File: config.mk
export PLATFORM = sky130hd
export DESIGN_NAME = rational_arithmetic_unit
export DESIGN_NICKNAME = d
export VERILOG_FILES = /design/src/design/rau_pkg.sv /design/src/design/rau_divider.sv /design/src/design/rau_datapath.sv /design/src/design/rau_ctrl.sv /design/src/design/rational_arithmetic_unit.sv
export SDC_FILE = /design/constraint.sdc
export NUM_CORES = 2
export LEC_CHECK = 0
export ABC_AREA = 1
export BUFFER_PORTS_ARGS = -buffer_cell sky130_fd_sc_hd__clkbuf_2
export CAP_MARGIN = 10
export CORE_MARGIN = 10
export CORE_UTILIZATION = 35
export DETAILED_ROUTE_END_ITERATION = 8
export PLACE_DENSITY_LB_ADDON = 0.12
export SKIP_CTS_REPAIR_TIMING = 1
export SLEW_MARGIN = 20
export SYNTH_ARGS = -nofsm -noshare
export SYNTH_HDL_FRONTEND = slang
export SYNTH_SLANG_ARGS = --single-unit
File: constraint.sdc
create_clock -name i_clk -period 14.05 [get_ports i_clk]
set_input_delay 2.81 -clock i_clk [delete_from_list [all_inputs] [get_ports i_clk]]
set_output_delay 2.81 -clock i_clk [all_outputs]
set_load 0.02 [all_outputs]
File: src/design/rau_pkg.sv
`default_nettype none
package rau_pkg;
    localparam int WORD_BITS_DEFAULT = 32;
    localparam int FIELD_BITS = 32;

    typedef enum logic [1:0] {
        OP_ADD = 2'd0,
        OP_SUB = 2'd1,
        OP_MUL = 2'd2,
        OP_DIV = 2'd3
    } t_op;

    typedef enum logic [3:0] {
        ST_IDLE,
        ST_MUL1,
        ST_MUL2,
        ST_MUL3,
        ST_SUM,
        ST_GCD_CHK,
        ST_GCD_DIV,
        ST_RED_NUM,
        ST_RED_DEN,
        ST_DONE
    } t_state;

    // controller -> datapath
    typedef struct packed {
        logic load;
        logic mul_step;
        logic [1:0] mul_sel;
        logic sum;
        logic div_start;
        logic [1:0] div_mode;
        logic gcd_swap;
        logic red_num;
        logic red_den;
        logic out_load;
    } t_cmd;

    localparam logic [1:0] DM_GCD = 2'd0;
    localparam logic [1:0] DM_NUM = 2'd1;
    localparam logic [1:0] DM_DEN = 2'd2;

    // datapath -> controller
    typedef struct packed {
        logic b_zero;
        logic a_zero;
        logic div_busy;
        logic is_addsub;
    } t_sts;
endpackage
`default_nettype wire

File: src/design/rau_divider.sv
`default_nettype none
module rau_divider #(
    parameter int WORD_BITS = rau_pkg::WORD_BITS_DEFAULT
) (
    input  wire logic                 i_clk,
    input  wire logic                 i_rst_n,
    input  wire logic                 i_start,
    input  wire logic [WORD_BITS-1:0] i_a,
    input  wire logic [WORD_BITS-1:0] i_b,
    output logic                      o_busy,
    output logic [WORD_BITS-1:0]      o_quo,
    output logic [WORD_BITS-1:0]      o_rem
);
    localparam int CW = $clog2(WORD_BITS + 1);

    logic [WORD_BITS-1:0] r_q, n_q, r_r, n_r, r_d, r_ma;
    logic [CW-1:0]        r_cnt;
    logic                 r_busy, r_na, r_nq;
    logic [WORD_BITS:0]   w_sh, w_diff;
    logic [WORD_BITS-1:0] w_ma, w_mb;

    assign w_ma = i_a[WORD_BITS-1] ? (~i_a + 1'b1) : i_a;
    assign w_mb = i_b[WORD_BITS-1] ? (~i_b + 1'b1) : i_b;
    assign w_sh = {r_r, r_ma[WORD_BITS-1]};
    assign w_diff = w_sh - {1'b0, r_d};

    always_comb begin
        if (!w_diff[WORD_BITS]) begin
            n_r = w_diff[WORD_BITS-1:0];
            n_q = {r_q[WORD_BITS-2:0], 1'b1};
        end else begin
            n_r = w_sh[WORD_BITS-1:0];
            n_q = {r_q[WORD_BITS-2:0], 1'b0};
        end
    end

    always_ff @(posedge i_clk) begin
        if (!i_rst_n) begin
            r_busy <= 1'b0;
            r_cnt  <= '0;
        end else if (i_start) begin
            r_busy <= 1'b1;
            r_cnt  <= CW'(WORD_BITS);
        end else if (r_busy) begin
            r_cnt <= r_cnt - 1'b1;
            if (r_cnt == CW'(1)) begin
                r_busy <= 1'b0;
            end
        end
    end

    always_ff @(posedge i_clk) begin
        if (i_start) begin
            r_ma <= w_ma;
            r_d  <= w_mb;
            r_r  <= '0;
            r_q  <= '0;
            r_na <= i_a[WORD_BITS-1];
            r_nq <= i_a[WORD_BITS-1] ^ i_b[WORD_BITS-1];
        end else if (r_busy) begin
            r_ma <= {r_ma[WORD_BITS-2:0], 1'b0};
            r_r  <= n_r;
            r_q  <= n_q;
        end
    end

    assign o_busy = r_busy;
    assign o_quo  = r_nq ? (~r_q + 1'b1) : r_q;
    assign o_rem  = r_na ? (~r_r + 1'b1) : r_r;
endmodule
`default_nettype wire

File: src/design/rau_datapath.sv
`default_nettype none
module rau_datapath #(
    parameter int WORD_BITS = rau_pkg::WORD_BITS_DEFAULT
) (
    input  wire logic                 i_clk,
    input  wire logic                 i_rst_n,
    input  wire rau_pkg::t_cmd        i_cmd,
    input  wire logic [1:0]           i_op,
    input  wire logic [31:0]          i_ln,
    input  wire logic [31:0]          i_ld,
    input  wire logic [31:0]          i_rn,
    input  wire logic [31:0]          i_rd,
    output rau_pkg::t_sts             o_sts,
    output logic [31:0]               o_num,
    output logic [31:0]               o_den,
    output logic                      o_zero
);
    localparam int W = WORD_BITS;

    logic [1:0]   r_op;
    logic [W-1:0] r_ln, r_ld, r_rn, r_rd;
    logic [W-1:0] r_q, r_num, r_den, r_a, r_b;
    logic [W-1:0] w_x, w_y, w_prod, w_dva, w_dvb, w_quo, w_rem;
    logic [2*W-1:0] w_full;
    logic [31:0]  r_onum, r_oden;
    logic         r_oz;
    logic         w_busy;

    function automatic logic [W-1:0] fr(input logic [31:0] v);
        logic [63:0] e;
        e = {{32{v[31]}}, v};
        return e[W-1:0];
    endfunction

    function automatic logic [31:0] tf(input logic [W-1:0] v);
        logic [63:0] e;
        e = {64{v[W-1]}};
        e[W-1:0] = v;
        return e[31:0];
    endfunction

    // operand pair per multiply slot
    always_comb begin
        case (i_cmd.mul_sel)
            2'd0: begin
                w_x = r_ln;
                w_y = (r_op == rau_pkg::OP_MUL) ? r_rn : r_rd;
            end
            2'd1: begin
                w_x = r_ld;
                w_y = r_rd;
            end
            2'd2: begin
                w_x = r_ld;
                w_y = (r_op == rau_pkg::OP_DIV) ? r_rn : r_rd;
            end
            default: begin
                w_x = r_rn;
                w_y = r_ld;
            end
        endcase
    end
    assign w_full = w_x * w_y;
    assign w_prod = w_full[W-1:0];

    always_comb begin
        case (i_cmd.div_mode)
            rau_pkg::DM_NUM: begin
                w_dva = r_num;
                w_dvb = r_a;
            end
            rau_pkg::DM_DEN: begin
                w_dva = r_den;
                w_dvb = r_a;
            end
            default: begin
                w_dva = r_a;
                w_dvb = r_b;
            end
        endcase
    end

    rau_divider #(.WORD_BITS(W)) u_div (
        .i_clk  (i_clk),
        .i_rst_n(i_rst_n),
        .i_start(i_cmd.div_start),
        .i_a    (w_dva),
        .i_b    (w_dvb),
        .o_busy (w_busy),
        .o_quo  (w_quo),
        .o_rem  (w_rem)
    );

    always_ff @(posedge i_clk) begin
        if (i_cmd.load) begin
            r_op <= i_op;
            r_ln <= fr(i_ln);
            r_ld <= fr(i_ld);
            r_rn <= fr(i_rn);
            r_rd <= fr(i_rd);
        end
        if (i_cmd.mul_step) begin
            case (i_cmd.mul_sel)
                2'd0:    r_num <= w_prod;
                2'd2:    r_den <= w_prod;
                default: r_q   <= w_prod;
            endcase
        end
        if (i_cmd.sum) begin
            r_num <= (r_op == rau_pkg::OP_ADD) ? (r_num + r_q) : (r_num - r_q);
            r_a   <= (r_op == rau_pkg::OP_ADD) ? (r_num + r_q) : (r_num - r_q);
            r_b   <= r_den;
        end
        if (i_cmd.gcd_swap) begin
            r_a <= r_b;
            r_b <= w_rem;
        end
        if (i_cmd.red_num) begin
            r_num <= w_quo;
        end
        if (i_cmd.red_den) begin
            r_den <= w_quo;
        end
        if (i_cmd.out_load) begin
            r_onum <= tf(r_num);
            r_oden <= tf(r_den);
            r_oz   <= (r_den == '0);
        end
    end

    assign o_sts.b_zero    = (r_b == '0);
    assign o_sts.a_zero    = (r_a == '0);
    assign o_sts.div_busy  = w_busy;
    assign o_sts.is_addsub = ~r_op[1];
    assign o_num  = r_onum;
    assign o_den  = r_oden;
    assign o_zero = r_oz;
endmodule
`default_nettype wire

File: src/design/rau_ctrl.sv
`default_nettype none
module rau_ctrl (
    input  wire logic          i_clk,
    input  wire logic          i_rst_n,
    input  wire logic          i_in_valid,
    output logic               o_in_ready,
    output logic               o_out_valid,
    input  wire logic          i_out_ready,
    input  wire rau_pkg::t_sts i_sts,
    output rau_pkg::t_cmd      o_cmd
);
    rau_pkg::t_state r_state, n_state;
    logic r_ov, n_ov;
    logic w_free;

    // the output word may wait while the next item is worked on
    assign w_free = !r_ov || i_out_ready;

    always_comb begin
        n_state = r_state;
        case (r_state)
            rau_pkg::ST_IDLE:    if (i_in_valid) n_state = rau_pkg::ST_MUL1;
            rau_pkg::ST_MUL1:    n_state = rau_pkg::ST_MUL2;
            rau_pkg::ST_MUL2:    n_state = i_sts.is_addsub ? rau_pkg::ST_MUL3
                                                           : rau_pkg::ST_DONE;
            rau_pkg::ST_MUL3:    n_state = rau_pkg::ST_SUM;
            rau_pkg::ST_SUM:     n_state = rau_pkg::ST_GCD_CHK;
            rau_pkg::ST_GCD_CHK: begin
                if (i_sts.b_zero) begin
                    n_state = i_sts.a_zero ? rau_pkg::ST_DONE : rau_pkg::ST_RED_NUM;
                end else begin
                    n_state = rau_pkg::ST_GCD_DIV;
                end
            end
            rau_pkg::ST_GCD_DIV: if (!i_sts.div_busy) n_state = rau_pkg::ST_GCD_CHK;
            rau_pkg::ST_RED_NUM: if (!i_sts.div_busy) n_state = rau_pkg::ST_RED_DEN;
            rau_pkg::ST_RED_DEN: if (!i_sts.div_busy) n_state = rau_pkg::ST_DONE;
            rau_pkg::ST_DONE:    if (w_free) n_state = rau_pkg::ST_IDLE;
            default:             n_state = rau_pkg::ST_IDLE;
        endcase
    end

    // division is started on entry to each divide state, ended by !busy
    always_comb begin
        o_cmd = '0;
        n_ov = r_ov && !i_out_ready;
        o_in_ready = 1'b0;
        case (r_state)
            rau_pkg::ST_IDLE: begin
                o_in_ready = 1'b1;
                o_cmd.load = i_in_valid;
            end
            rau_pkg::ST_MUL1: begin
                o_cmd.mul_step = 1'b1;
                o_cmd.mul_sel  = 2'd0;
            end
            rau_pkg::ST_MUL2: begin
                o_cmd.mul_step = 1'b1;
                o_cmd.mul_sel  = 2'd2;
            end
            rau_pkg::ST_MUL3: begin
                o_cmd.mul_step = 1'b1;
                o_cmd.mul_sel  = 2'd3;
            end
            rau_pkg::ST_SUM: o_cmd.sum = 1'b1;
            rau_pkg::ST_GCD_CHK: begin
                o_cmd.div_mode = i_sts.b_zero ? rau_pkg::DM_NUM : rau_pkg::DM_GCD;
                o_cmd.div_start = !(i_sts.b_zero && i_sts.a_zero);
            end
            rau_pkg::ST_GCD_DIV: begin
                o_cmd.gcd_swap = !i_sts.div_busy;
            end
            rau_pkg::ST_RED_NUM: begin
                o_cmd.red_num   = !i_sts.div_busy;
                o_cmd.div_mode  = rau_pkg::DM_DEN;
                o_cmd.div_start = !i_sts.div_busy;
            end
            rau_pkg::ST_RED_DEN: o_cmd.red_den = !i_sts.div_busy;
            rau_pkg::ST_DONE: begin
                if (w_free) begin
                    o_cmd.out_load = 1'b1;
                    n_ov = 1'b1;
                end
            end
            default: ;
        endcase
    end

    always_ff @(posedge i_clk) begin
        if (!i_rst_n) begin
            r_state <= rau_pkg::ST_IDLE;
            r_ov    <= 1'b0;
        end else begin
            r_state <= n_state;
            r_ov    <= n_ov;
        end
    end

    assign o_out_valid = r_ov;
endmodule
`default_nettype wire

File: src/design/rational_arithmetic_unit.sv
`default_nettype none
// Channel   Dir  tdata (low bit up)                          tuser
// s_axis    in   left_num, left_den, right_num, right_den    req_type
// m_axis    out  result_numerator, result_denominator        zero_denominator
//
// Multiply and divide pass from one accepted word to the next ready through
// accept, two multiplies and output load. Add and subtract pass through accept,
// three multiplies, the sum, each Euclidean remainder step, the two divisions
// of the reduction and output load; their time is set by the one bit-serial
// divider that all remainders and quotients share. Reset (synchronous, active
// low) empties the controller and the output word. A result waits in the
// output register while the next word is accepted and worked on; the unit
// stalls only when a finished result meets a still-held one.
module rational_arithmetic_unit #(
    parameter int WORD_BITS = rau_pkg::WORD_BITS_DEFAULT
) (
    input  wire logic         i_clk,
    input  wire logic         i_rst_n,
    input  wire logic         s_axis_tvalid,
    output logic              s_axis_tready,
    input  wire logic [127:0] s_axis_tdata,  // left_num, left_den, right_num, right_den
    input  wire logic [1:0]   s_axis_tuser,  // req_type
    output logic              m_axis_tvalid,
    input  wire logic         m_axis_tready,
    output logic [63:0]       m_axis_tdata,  // result_numerator, result_denominator
    output logic              m_axis_tuser   // zero_denominator
);
    rau_pkg::t_cmd w_cmd;
    rau_pkg::t_sts w_sts;

    rau_ctrl u_ctrl (
        .i_clk      (i_clk),
        .i_rst_n    (i_rst_n),
        .i_in_valid (s_axis_tvalid),
        .o_in_ready (s_axis_tready),
        .o_out_valid(m_axis_tvalid),
        .i_out_ready(m_axis_tready),
        .i_sts      (w_sts),
        .o_cmd      (w_cmd)
    );

    rau_datapath #(.WORD_BITS(WORD_BITS)) u_dp (
        .i_clk  (i_clk),
        .i_rst_n(i_rst_n),
        .i_cmd  (w_cmd),
        .i_op   (s_axis_tuser),
        .i_ln   (s_axis_tdata[31:0]),
        .i_ld   (s_axis_tdata[63:32]),
        .i_rn   (s_axis_tdata[95:64]),
        .i_rd   (s_axis_tdata[127:96]),
        .o_sts  (w_sts),
        .o_num  (m_axis_tdata[31:0]),
        .o_den  (m_axis_tdata[63:32]),
        .o_zero (m_axis_tuser)
    );

    // flag must agree with the held denominator
    a_zero_flag: assert property (@(posedge i_clk) disable iff (!i_rst_n)
        m_axis_tvalid |-> (m_axis_tuser == (m_axis_tdata[63:32] == 32'd0)))
        else $error("zero flag mismatch");
    // no new word taken while one is in flight
    a_one_item: assert property (@(posedge i_clk) disable iff (!i_rst_n)
        (s_axis_tvalid && s_axis_tready) |=> !s_axis_tready)
        else $error("second word accepted");
    // a load into the output never drops a waiting word
    a_no_drop: assert property (@(posedge i_clk) disable iff (!i_rst_n)
        (w_cmd.out_load && m_axis_tvalid) |-> m_axis_tready)
        else $error("result overwritten");
endmodule
`default_nettype wire

Word level (Yosys, flattened, before mapping)
Index checks and enable logic that the tools add are counted.
{ "word_totals": {"inputBits": 134, "output_inout_bits": 67, "register_bits": 497, "elab_cells": 142} }
{ "op_classes": {"n_eq_ne": 21, "bitwise_logic": 7, "add_sub_neg": 8, "muxes": 53, "multipliers": 1, "n_reduce_logical": 27} }
{ "op_table": {"columns": ["cell", "count"], "rows": [
  ["32-bit two-way mux", 21],
  ["32-bit by 1-bit adder with 32-bit output (second input constant)", 4],
  ["32-bit NOT", 4],
  ["32-bit case mux with 2 select lines", 2],
  ["32-bit logical NOT", 3],
  ["32-bit case mux with 3 select lines", 1],
  ["4-bit case mux with 10 select lines", 1],
  ["33-bit by 32-bit subtractor with 33-bit output", 1],
  ["32-bit adder", 1],
  ["32-bit by 32-bit multiplier with 32-bit output", 1],
  ["4-bit two-way mux", 8],
  ["32-bit subtractor", 1],
  ["31-bit two-way mux", 1],
  ["4-bit by 3-bit == test with 1-bit output (second input constant)", 4],
  ["1-bit two-way mux", 15],
  ["6-bit two-way mux", 2],
  ["3-bit case mux with 3 select lines", 1],
  ["2-bit == test (second input constant)", 4],
  ["4-bit by 2-bit == test with 1-bit output (second input constant)", 2],
  ["4-bit == test (second input constant)", 2],
  ["2-bit != test (second input constant)", 4],
  ["2-bit nonzero test", 4],
  ["2-bit OR reduction", 4],
  ["6-bit by 1-bit == test with 1-bit output (second input constant)", 1],
  ["15 further kinds", 25]
]} }

Depth between registers and ports, before layout
{ "depth": {"ltp_word": 10, "depth_mapped": 43, "mapped_depth_nobuf": 40} }

Hierarchy
From an unflattened synthesis, not the netlist that was laid out.
{ "unflattened": {"cells_unflattened": 5672, "hier_area_um2": 45372.3} }
{ "modules_own_cells": {"columns": ["mod", "n_inst", "cells_each", "area_per_inst_um2", "seq_area_each_um2"], "rows": [
  ["rau_datapath", 1, 3922, 34095.2, 10660.2],
  ["rau_divider", 1, 1662, 10799.1, 3403.3],
  ["rau_ctrl", 1, 88, 478.0, 100.1]
]} }

Worst setup path before layout
Ideal clock, no wire load.
{ "synth_timing": {"path_kind": "input-to-reg", "from": "in s_axis_tvalid", "to": "reg u_dp.r_ld[0] (enable)", "slack_ps": 1671, "arrival_ps": 11601, "n_path_buf": 0, "cell_stages": 2, "required_ps": 13272, "setup_time_ps": 778, "cell_sequence": "inv_1 -> nor3_1"} }
{ "synth_rtl": {"columns": ["element", "line_no", "text"], "rows": [
  ["from (decl)", "rational_arithmetic_unit.sv:19", "input wire logic s_axis_tvalid,"],
  ["to (signal assigned)", "rau_datapath.sv:98", "r_ld <= fr(i_ld);"],
  ["to (decl)", "rau_datapath.sv:21", "logic [W-1:0] r_ln, r_ld, r_rn, r_rd;"]
]} }

Worst setup path after layout
{ "layout_timing": {"from": "reg u_dp.r_op[1]", "to": "reg u_dp.r_num[27] (data pin)"} }
{ "layout_via": {"elab_chain_len": 8, "elab_cells_between_ends": 12, "cone_classes": "mul: 1; eq/ne: 2; mux: 8; reduce/logical: 1"} }
{ "layout_lines": {"columns": ["element", "line_no", "text"], "rows": [
  ["from (decl)", "rau_datapath.sv:20", "logic [1:0] r_op;"],
  ["from (signal assigned)", "rau_datapath.sv:96", "r_op <= i_op;"],
  ["2-bit == test, on equally long branches", "rau_datapath.sv:55, rau_datapath.sv:47", null],
  ["32-bit two-way mux, on equally long branches", "rau_datapath.sv:55, rau_datapath.sv:47", null],
  ["32-bit case mux with 3 select lines *", "rau_datapath.sv:44", "case (i_cmd.mul_sel)"],
  ["32-bit by 32-bit multiplier with 32-bit output *", "rau_datapath.sv:63", "assign w_full = w_x * w_y;"],
  ["net u_dp.w_full[27]", "rau_datapath.sv:24", "logic [2*W-1:0] w_full;"],
  ["32-bit two-way mux *", "rau_datapath.sv:103", "case (i_cmd.mul_sel)"],
  ["32-bit two-way mux *", "rau_datapath.sv:102", "if (i_cmd.mul_step) begin"],
  ["32-bit two-way mux *", "rau_datapath.sv:109", "if (i_cmd.sum) begin"],
  ["32-bit two-way mux *", "rau_datapath.sv:118", "if (i_cmd.red_num) begin"],
  ["to (signal assigned)", "rau_datapath.sv:104", "2'd0: r_num <= w_prod;"],
  ["to (signal assigned)", "rau_datapath.sv:110", "r_num <= (r_op == rau_pkg::OP_ADD) ? (r_num + r_q) : (r_num - r_q);"],
  ["to (signal assigned)", "rau_datapath.sv:119", "r_num <= w_quo;"],
  ["to (decl)", "rau_datapath.sv:22", "logic [W-1:0] r_q, r_num, r_den, r_a, r_b;"]
]} }
Mark *: on every way through the listed nets, which the timed path passes. The rest lies on a longest branch. The select of a mux whose other input is x is not followed.
A chain may end at the register's enable or synchronous reset.

==> reports/qor.csv <==
metric,value,unit
via_per_inst,5.01,
synth_cells,5340,
grt_max_degree,78,
seq_area_frac_synth,32.2,%
hold_viol_final,0,
std_cell_rows,129,
synth_top_area_share,28.7,%
r2r_slack,4.22,ns
synth-seq-cells,497,
detail-route-antenna-nets,0,
clkTransAtPathRegs,0.06,ns
grt_util_met2,39.8,%
critPathSlowestCell,edfxtp_1,
grt_pass1_wl,234,mm
synth_top_cell_by_area,edfxtp_1,
fin_tns_setup,0,ns
maxCapViolCount,0,
drv_slew,0,
antenna_found_initial,0,
hold_class,flip-flop to flip-flop,
yosysMostFrequentCell,nand2_1,
layout-drive-gt1-share,7.64,%
io_buffers,200,
min_from,u_dp.u_div.r_cnt[2],
grtUsageTotal,21.8,%
cts_tree,done,
fill_cells,12994,
synth_edf_count,421,
max_freq,102,MHz
nets,6237,
first_iter_violations,2546,
dr.pass1.iters,6,
holdPathStages,2,
area_delta_synth_final,10.9,%
critPathArrivalTime,10.41,ns
endpoint_kind,flip-flop,
hold_end,u_dp.u_div.r_cnt[2],
tightestPinTransition,1.09,ns
fin_skew,0.0971,ns
core_area,124000,µm²
yosysUniqueCellTypes,58,
die_x,374,µm
synthArstFlopShare,0,%
pin_count,201,
path_common_cell,fa_1,
use_met1,26.0,%
start_util,35.4,%
finalCritPeriodShare,70.0,%
regToRegStartpoint,u_dp.r_op[1],
synth_flop_cell,edfxtp_1,
post_drt_wl_per_cell,21.6,µm
clockRootBuffer,clkbuf_16,
ctsHtreeMaxLevel,2,
worstPathRequired,14.63,ns
syn-num-nets,6079,
drc,0,
grt_pass1_vias,37810,
busiest_layer,met2,
routed_wl,156,mm
slew_headroom,26.4,%
num_vias,35995,
hpwl,125,mm
cts-buffers-inserted,58,
synth_area_per_cell,8.24,µm²
die_h,374,µm
startpoint_type,flip-flop,
synthTopCellsByArea,"edfxtp_1 29%, fa_1 19%, nand2_1 11%, inv_1 8.2%, ha_1 5.5%",
clock_latency,0.71,ns
layout_min_cycle_time,9.83,ns
clockBufferDepth,3,
path_class,flip-flop to flip-flop,
outcome,completed,
slowest_delay,0.96,ns
cts_num_sinks,497,
grt-ovfl-total,0,
grt_use_met3,2.22,%
syn-cell-area,44000,µm²
yosys_warnings,0,
synthTopCellsByCount,"1242 x nand2_1, 964 x inv_1, 518 x nor2_1, 421 x edfxtp_1, 410 x fa_1",
setup_viol_count_final,0,
grt_setup_unrepaired,no,
reg2reg_to,u_dp.r_num[27],
gp_congestion,0.916,
r2r_cells,32,
n_antenna_cell,0,
path_max_fanout,23,
dieArea,140000,µm²
## routing by layer
metal,part of all wire (%),vias to the layer above
li1,-,17234
met1,41,17452
met2,51,1035
met3,4.2,274
met4,4.5,0
met5,0,-
## worst max-delay path, delay by kind of cell, from the launching register on
kind                       cells  cell delay [ns]
adders and majority gates      9             4.28
DFF                            1             0.96
xor gates and xnor gates       1             0.29
buffers and inverters          9             1.28
and+or+nand+nor               13             2.89
## cells by family after synthesis
group / after synthesis / synth area share [%]
adder cells (fa/ha/maj): 605 / 24.2
flip-flops: 497 / 32.2
XOR/XNOR: 221 / 4.40
AND/OR/NAND/NOR: 2244 / 21.1
AO/OA/AOI/OAI: 605 / 7.88
buffers and inverters: 1168 / 10.2
## cell type report
cell class | instances | area, µm² | area share (%)
clock buffer | 81 | 1580 | 3.24
clock inverter | 28 | 333 | 0.683
inverter | 1000 | 3760 | 7.70
multi-input combinational | 3675 | 25400 | 52.1
sequential | 497 | 14200 | 29.0
tap | 1637 | 2050 | 4.20
timing repair buffer | 266 | 1500 | 3.07
## metrics by stage
step	utilization [%]	worst slack, ns	area [µm²]	cells	hold WS, ns
after floorplan	-	1.67	44000	5340	0.426
after global placement	37.7	4.35	46800	7075	0.478
after detailed placement	37.7	4.36	46800	7075	0.478
after CTS	39.2	4.38	48800	7184	0.488
after global routing	39.2	3.79	48800	7184	0.512
final	39.2	4.22	48800	7184	0.488
## cells in the final DEF, fill, tap and decap left out, types with 12 or more instances in the layout
cell type,instances
inv_1,964
o21ai_0,264
o21ai_1,21
o211ai_1,51
o22ai_1,49
or2_2,12
dfxtp_1,76
nor3_1,46
inv_2,23
fa_1,410
nand2_1,1240
clkbuf_16,58
nor4_1,35
clkinv_1,23
buf_4,66
clkbuf_2,200
clkbuf_1,19
nor2_2,15
xor2_1,165
ha_1,194
a31oi_1,20
nand2_2,12
a21oi_1,132
edfxtp_1,421
nor2_1,515
nand3_1,272
nand4_1,50
or2_1,16
nand3b_1,12
xnor2_1,56
## how the worst max path moves through the flow
stage / from / endpoint / slack [ns] / depth (start not counted)
floorplan: s_axis_tvalid / u_dp.r_ld[0] / 1.67 / 2
global placement: u_dp.r_op[1] / u_dp.r_num[27] / 4.35 / 32
detailed placement: u_dp.r_op[1] / u_dp.r_num[27] / 4.36 / 32
CTS: u_dp.r_op[1] / u_dp.r_num[27] / 4.38 / 32
global route: u_dp.r_op[1] / u_dp.r_num[27] / 3.79 / 32
finish: u_dp.r_op[1] / u_dp.r_num[27] / 4.22 / 32
## flip-flops by register name, summed over array words and instances (netlist names), 2 cells and up
name              cells
u_dp.u_div.r_cnt      6
u_dp.r_a             32
u_dp.r_ld            32
u_dp.r_q             32
u_dp.o_num           32
u_dp.r_rn            32
u_ctrl.r_state        4
u_dp.r_b             32
u_dp.r_ln            32
u_dp.r_op             2
u_dp.u_div.r_q       32
u_dp.u_div.r_d       32
u_dp.u_div.r_ma      32
u_dp.u_div.r_r       32
u_dp.r_rd            32
u_dp.r_den           32
u_dp.o_den           32
u_dp.r_num           32
Power is not shown: default switching activity piles up to over one toggle a cycle in this logic, so the estimate is an artifact.
